--- src/message_slot_sequence_reserver_core_assert.svh ---
// Assertion macros for the message slot sequence reserver
`ifndef MESSAGE_SLOT_SEQUENCE_RESERVER_CORE_ASSERT_SVH
`define MESSAGE_SLOT_SEQUENCE_RESERVER_CORE_ASSERT_SVH
`ifndef SYNTHESIS
`define MSR_ASSERT(label, clk, rst, prop, msg) \
  label: assert property (@(posedge clk) disable iff (rst) prop) else $error(msg);
`define MSR_ASSERT_NR(label, clk, prop, msg) \
  label: assert property (@(posedge clk) prop) else $error(msg);
`else
`define MSR_ASSERT(label, clk, rst, prop, msg)
`define MSR_ASSERT_NR(label, clk, prop, msg)
`endif
`endif

--- src/msr_pkg.sv ---
// ----------------------------------------------------------------------------
// msr_pkg
// Shared types and constants of the message slot sequence reserver.
// ----------------------------------------------------------------------------
`default_nettype none
package msr_pkg;
  localparam int SeqBits  = 24;
  localparam int Slots    = 64;
  localparam int SlotBits = 6;
  localparam logic [SeqBits-1:0] HalfSpan = {1'b0, {(SeqBits-1){1'b1}}};

  typedef logic [SeqBits-1:0]  seq_t;
  typedef logic [SlotBits-1:0] slot_t;

  localparam logic [2:0] ActAcquire  = 3'd0;
  localparam logic [2:0] ActRollback = 3'd1;
  localparam logic [2:0] ActFindReq  = 3'd2;
  localparam logic [2:0] ActUpsert   = 3'd3;
  localparam logic [2:0] ActFindResp = 3'd4;
  localparam logic [2:0] ActRelReq   = 3'd5;
  localparam logic [2:0] ActRelResp  = 3'd6;

  localparam logic [2:0] StOk       = 3'd0;
  localparam logic [2:0] StBadCount = 3'd1;
  localparam logic [2:0] StNoSlot   = 3'd2;
  localparam logic [2:0] StConflict = 3'd3;
  localparam logic [2:0] StNotFound = 3'd4;
  localparam logic [2:0] StMismatch = 3'd5;

  // controller to datapath
  typedef struct packed {
    logic load;       // capture input item
    logic clr_scan;   // scan index to zero
    logic step_scan;  // advance scan index
    logic free_scan;  // scan for a free slot
    logic probe_hint; // look at hint, then next slot, then scan
    logic conflict;   // run conflict check at scan index
    logic commit;     // apply result and state update
  } cmd_t;

  // datapath to controller
  typedef struct packed {
    logic [2:0] action;
    logic       last;      // scan index at final slot
    logic       free_hit;  // free slot found
    logic       hit;       // lookup match found
    logic       fail;      // conflict seen
  } stat_t;
endpackage
`default_nettype wire

--- src/msr_ctrl.sv ---
// ----------------------------------------------------------------------------
// msr_ctrl
// Sequencer: accept, scan slots, commit, present result.
// ----------------------------------------------------------------------------
`default_nettype none
`include "message_slot_sequence_reserver_core_assert.svh"
module msr_ctrl (
  input  wire logic           clk,
  input  wire logic           rst,
  input  wire logic           in_valid,
  output logic                in_ready,
  output logic                out_valid,
  input  wire logic           out_ready,
  output msr_pkg::cmd_t       cmd,
  input  wire msr_pkg::stat_t stat
);
  typedef enum logic [6:0] {
    S_IDLE  = 7'b0000001, S_FREE = 7'b0000010, S_CONF = 7'b0000100,
    S_LOOK  = 7'b0001000, S_DRAIN = 7'b0010000, S_DONE = 7'b0100000,
    S_OUT   = 7'b1000000
  } state_t;
  state_t state, state_next;

  always_comb begin
    cmd = '0;
    state_next = state;
    in_ready  = (state == S_IDLE);
    out_valid = (state == S_OUT);
    case (state)
      S_IDLE: if (in_valid) begin
        cmd.load = 1'b1; cmd.clr_scan = 1'b1; state_next = S_FREE;
      end
      S_FREE: begin
        cmd.clr_scan = 1'b1;
        case (stat.action)
          msr_pkg::ActAcquire: state_next = S_CONF;
          msr_pkg::ActFindReq, msr_pkg::ActFindResp: state_next = S_LOOK;
          default: state_next = S_DONE;
        endcase
      end
      S_CONF: begin
        // free scan first pass, conflict check second pass
        cmd.step_scan = 1'b1;
        cmd.free_scan = 1'b1;
        if (stat.last) state_next = S_LOOK;
      end
      S_LOOK: begin
        cmd.step_scan = 1'b1;
        if (stat.action == msr_pkg::ActAcquire) cmd.conflict = 1'b1;
        else cmd.probe_hint = 1'b1;
        if (stat.last) state_next = S_DRAIN;
      end
      // let the last table read be judged
      S_DRAIN: state_next = S_DONE;
      S_DONE: begin cmd.commit = 1'b1; state_next = S_OUT; end
      S_OUT: if (out_ready) state_next = S_IDLE;
      default: state_next = S_IDLE;
    endcase
  end

  always_ff @(posedge clk) begin
    if (rst) state <= S_IDLE;
    else state <= state_next;
  end

  `MSR_ASSERT(a_commit_out, clk, rst, cmd.commit |=> out_valid, "commit without result")
  `MSR_ASSERT(a_no_accept_busy, clk, rst, out_valid |-> !in_ready, "accept while result held")
  `MSR_ASSERT(a_hold, clk, rst, (out_valid && !out_ready) |=> out_valid, "result dropped")
endmodule
`default_nettype wire

--- config.mk ---
export PLATFORM = sky130hd
export DESIGN_NAME = msr_ctrl
export DESIGN_NICKNAME = d
export VERILOG_FILES = /design/src/msr_pkg.sv /design/src/msr_ctrl.sv
export VERILOG_INCLUDE_DIRS = /design/src /design/src/src
export SDC_FILE = /design/constraint.sdc
export NUM_CORES = 1
export LEC_CHECK = 0
export ABC_AREA = 1
export BUFFER_PORTS_ARGS = -buffer_cell sky130_fd_sc_hd__clkbuf_2
export CORE_UTILIZATION = 42
export DETAILED_ROUTE_END_ITERATION = 16
export GPL_ROUTABILITY_DRIVEN = 0
export MAX_ROUTING_LAYER = met4
export PLACE_DENSITY = 0.72
export SYNTH_ARGS = -nofsm -noshare
export SYNTH_HDL_FRONTEND = slang
export SYNTH_SLANG_ARGS = --single-unit
--- constraint.sdc ---
create_clock -name clk -period 1 [get_ports clk]
set_clock_uncertainty 0.05 [all_clocks]
set_input_delay 0.2 -clock clk [delete_from_list [all_inputs] [get_ports clk]]
set_output_delay 0.2 -clock clk [all_outputs]
set_load 0.05 [all_outputs]
==> flow_metrics.tcl, run 1 <==
set metrics [dict create \
    ys_types 16 \
    start_util 0.475 \
    ys_seq_area_frac 0.255 \
    synth_compound_gate_area_share 0.0638 \
    dieHeight_um 38.2 \
    synthSimpleGateAreaFrac 0.538 \
    error "[ERROR DPL-0038] Utilization greater than 100%, impossible to legalize" \
    portBuffers 16 \
    num_rows 12 \
    ioPinCount 20 \
    stop_stage "5_1_grt" \
    grt_max_degree 6 \
    synth-adder-area-share 0 \
    yosysWarningCount 0 \
    htreeDepth 1 \
    synth_top_family_by_area "simple AND/OR/NAND/NOR gates" \
    synth_cells 92 \
    fp.dieW_um 38.2 \
    syn_area_um2 549 \
    synthXorXnorAreaFrac 0 \
    cts-root-buf "clkbuf_4" \
    synth_nets 103 \
    cts_buffers 3 \
    cts.sinks 7 \
    run_status "did not finish" \
    synth.avg_cell_area_um2 5.97 \
    synth_mux_area_frac 0 \
    ys_ff_latch 7 \
    clockBufferDepth 2 \
    postCtsHoldBufs 0 \
    postGrtWorstEndpoint "cmd[1]" \
    endpoint_type "top-level output" \
    dp_hpwl_mm 1.19 \
]
[synthesized netlist by cell type]
library cell	count	share of area
inv_1	18	0.12
nand2_1	17	0.12
nor2_1	15	0.10
nand3_1	8	0.073
dfxtp_1	7	0.26
nand2_2	5	0.057
nand3_2	4	0.073
nor2_2	4	0.046
a21oi_1	3	0.027
inv_2	3	0.020
nor2_4	2	0.041
nor3_1	2	0.018
a21oi_2	1	0.016
nand4_1	1	0.011
o21ai_0	1	0.0091
o22ai_1	1	0.011
[logic make-up after synthesis]
logic type | Yosys count
AO/OA/AOI/OAI | 6
flip-flops | 7
AND/OR/NAND/NOR | 58
buffers and inverters | 21
[timing repair]
item                       in CTS
setup endpoints to repair      16
gates resized for setup        38
buffers inserted                5
hold endpoints to repair        0
pin swaps                       6
[per-stage QoR]
step,std cells,setup WS (ps),area [µm²],util
after CTS,146,-613,1110,0.963
after detailed placement,137,-420,887,0.767
after global placement,137,-395,887,0.767
after floorplan,92,-571,677,-
==> inputs of run 2 (changes only) <==
--- a/config.mk
+++ b/config.mk
@@ -8,11 +8,11 @@
 export LEC_CHECK = 0
 export ABC_AREA = 1
 export BUFFER_PORTS_ARGS = -buffer_cell sky130_fd_sc_hd__clkbuf_2
-export CORE_UTILIZATION = 42
+export CORE_AREA = 2 2 63 65
 export DETAILED_ROUTE_END_ITERATION = 16
+export DIE_AREA = 0 0 65 67
 export GPL_ROUTABILITY_DRIVEN = 0
-export MAX_ROUTING_LAYER = met4
-export PLACE_DENSITY = 0.72
+export PLACE_DENSITY_LB_ADDON = 0.15
 export SYNTH_ARGS = -nofsm -noshare
 export SYNTH_HDL_FRONTEND = slang
 export SYNTH_SLANG_ARGS = --single-unit
==> constraint.sdc (replaced) <==
create_clock -name clk -period 1.3 [get_ports clk]
set_clock_uncertainty 0.05 [all_clocks]
set_input_delay 0.26 -clock clk [delete_from_list [all_inputs] [get_ports clk]]
set_output_delay 0.26 -clock clk [all_outputs]
set_load 0.05 [all_outputs]
==> flow_metrics.tcl, run 2 <==
set metrics [dict create \
    dp_hpwl_mm 1.35 \
    synthSimpleGateAreaFrac 0.538 \
    grt_max_degree 6 \
    yosysMostFrequentCell "inv_1" \
    power_mw 1.29 \
    rsz0062_at_grt "true" \
    avgViaCountPerCell 3.84 \
    yosys.area.top_type "dfxtp_1" \
    ys_types 16 \
    synth_mux_area_frac 0 \
    clockBufferDepth 2 \
    fp.dieW_um 65 \
    drv_slew 0 \
    ys_ff_latch 7 \
    synth_cells 92 \
    fin_nets 152 \
    core_um2 3610 \
    first_global_vias 748 \
    cp_common_cell "nor2_4" \
    r2r_slack_ps -120 \
    multi_input_area_um2 483 \
    path_max_fanout 3 \
    ys_seq_area_frac 0.255 \
    synth_top_family_by_area "simple AND/OR/NAND/NOR gates" \
    setup_viol 10 \
    max_freq_mhz 615 \
    reg_top3 "state: 7 flops" \
    dieHeight_um 67 \
    cts-root-buf "clkbuf_8" \
    end_kind "output port" \
    wl_per_cell_um 9.09 \
    r2r_start "state[3]" \
    grt_pass1_wl_mm 3.04 \
    r2r-end "state[0]" \
    start_kind "flop" \
    yosys-top-cells-area "dfxtp_1 (26%), inv_1 (12%), nand2_1 (12%)" \
    antennaDiodeCount 0 \
    final_common_cell "buf_4" \
    area_delta_synth_final_pct 127 \
    regArea_um2 149 \
    crit_slowest_cell "dfxtp_2" \
    ir_worst_vdd_mv 0.273 \
    yosysWarningCount 0 \
    first_iter_violations 7 \
    run_status "complete, but fails checks" \
    drc 0 \
    start_util 0.152 \
    ys.flop_type "dfxtp_1" \
    num_vias 721 \
    p_leak_nw 0.577 \
    finalCriticalPeriod_ps 1630 \
    die_area_um2 4360 \
    dr.pass1.iters 4 \
    num_rows 22 \
    min-delay-start "rst" \
    routed_wl_mm 1.71 \
    max_cap_viol_count 0 \
    holdPathEnd "state[6]" \
    pre_cts_ws_ps -198 \
    portBuffers 16 \
    dpl_cell_area_um2 978 \
    antenna_found_initial 0 \
    clock_latency_ps 230 \
    regMostFlops "state" \
    htreeDepth 1 \
    cts_tree "built" \
    grt_usage 0.0941 \
    synth_compound_gate_area_share 0.0638 \
    fin_worst_hold_slack_ps 213 \
    synth-adder-area-share 0 \
    syn_area_um2 549 \
    n_fill_cell 391 \
    max_stage_delay_ps 330 \
    ioPinCount 20 \
    crit_arrival_ps 1320 \
    layout_common_cells "buf_4 (24), inv_1 (14), nand2_1 (13)" \
    fin_area_um2 1240 \
    netlist_top_cells_count "inv_1 (18), nand2_1 (17), nor2_1 (15)" \
    grt_remaining_overflow 0 \
    fin_util 0.345 \
    holdPathStages 2 \
    relSlewSlack 0.837 \
    synthXorXnorAreaFrac 0 \
    drive_gt1_frac 0.671 \
    synth.avg_cell_area_um2 5.97 \
    setup_ws_ps -327 \
    crit_required_ps 990 \
    finalCritPeriodShare 1.25 \
    final_hold_viol_count 0 \
    hp-class "in -> reg" \
    synth_edf_count 0 \
    clkTransAtPathRegs_ps 40 \
    cts_buffers 3 \
    rr_worst_depth 11 \
    violations "negative setup slack" \
    async_reset_ff_frac 0 \
    ant_nets 0 \
    synth_nets 103 \
    p_per_area_nw_per_um2 1040 \
    largest_reg_flops 7 \
    yosysTopAreaCellShare 0.255 \
    path_cells "nor2_4 -> nand3_2 -> nor2_4 -> inv_4 -> o22ai_4 -> buf_12" \
    worst-setup-path-type "reg -> out" \
    cts.sinks 7 \
    worst_pin_slew_ps 243 \
]
==> run 2: layout make-up <==
class / instances / share of cell area
Inverter: 21 / 0.0704
Tap cell: 48 / 0.0482
Sequential cell: 7 / 0.120
Multi-Input combinational cell: 64 / 0.388
Timing Repair Buffer: 44 / 0.338
Clock buffer: 4 / 0.0362
==> run 2: repair_timing <==
item / CTS / global route
setup endpoints to repair: 12 / 15
setup buffers: 7 / 2
hold buffers: 0 / 0
pin swaps: 10 / 7
gates resized for setup: 33 / 12
==> run 2: worst max path at each step <==
stage | end | slack [ps] | startpoint | depth (start not counted)
after global routing | cmd[5] | -400 | state[3] | 6
after detailed placement | cmd[4] | -200 | state[1] | 6
final | cmd[5] | -330 | state[3] | 6
after CTS | cmd[5] | -310 | state[5] | 7
after floorplan | cmd[5] | -330 | state[2] | 5
after global placement | cmd[4] | -170 | state[1] | 6
==> run 2: per-stage QoR <==
stage / setup TNS (ps) / std cells
CTS: -2400 / 186
global route: -3620 / 188
detailed placement: -1180 / 175
global placement: -1060 / 175
finish: -2340 / 188
floorplan: -1020 / 92
==> run 2: critical path: cells and delay by family, from the launching register on <==
kind / cells / cell delay, ps
compound gates: 1 / 150
flops: 1 / 330
buf+inv: 2 / 220
simple gates: 3 / 390
==> run 2: kinds of logic after synthesis <==
group / count (synthesis)
DFF: 7
buffers and inverters: 21
AOI/OAI and AO/OA: 6
and+or+nand+nor: 58
==> run 2: metal layers <==
metal	vias up	global-route usage	share of wire
met5	-	0	0
met4	0	0.0771	0.029
met3	4	0.00845	0.032
met2	20	0.164	0.53
met1	320	0.104	0.41
li1	377	-	-
==> run 2: where the power goes <==
part | total [mW] | switching, mW | leakage, nW | internal (mW)
clock network | 0.305 | 0.0932 | 0.0228 | 0.212
registers | 0.260 | 0.0227 | 0.0596 | 0.238
logic | 0.726 | 0.382 | 0.494 | 0.344
total | 1.29 | 0.498 | 0.577 | 0.793
No activity file was read; power rests on OpenSTA's default activity.
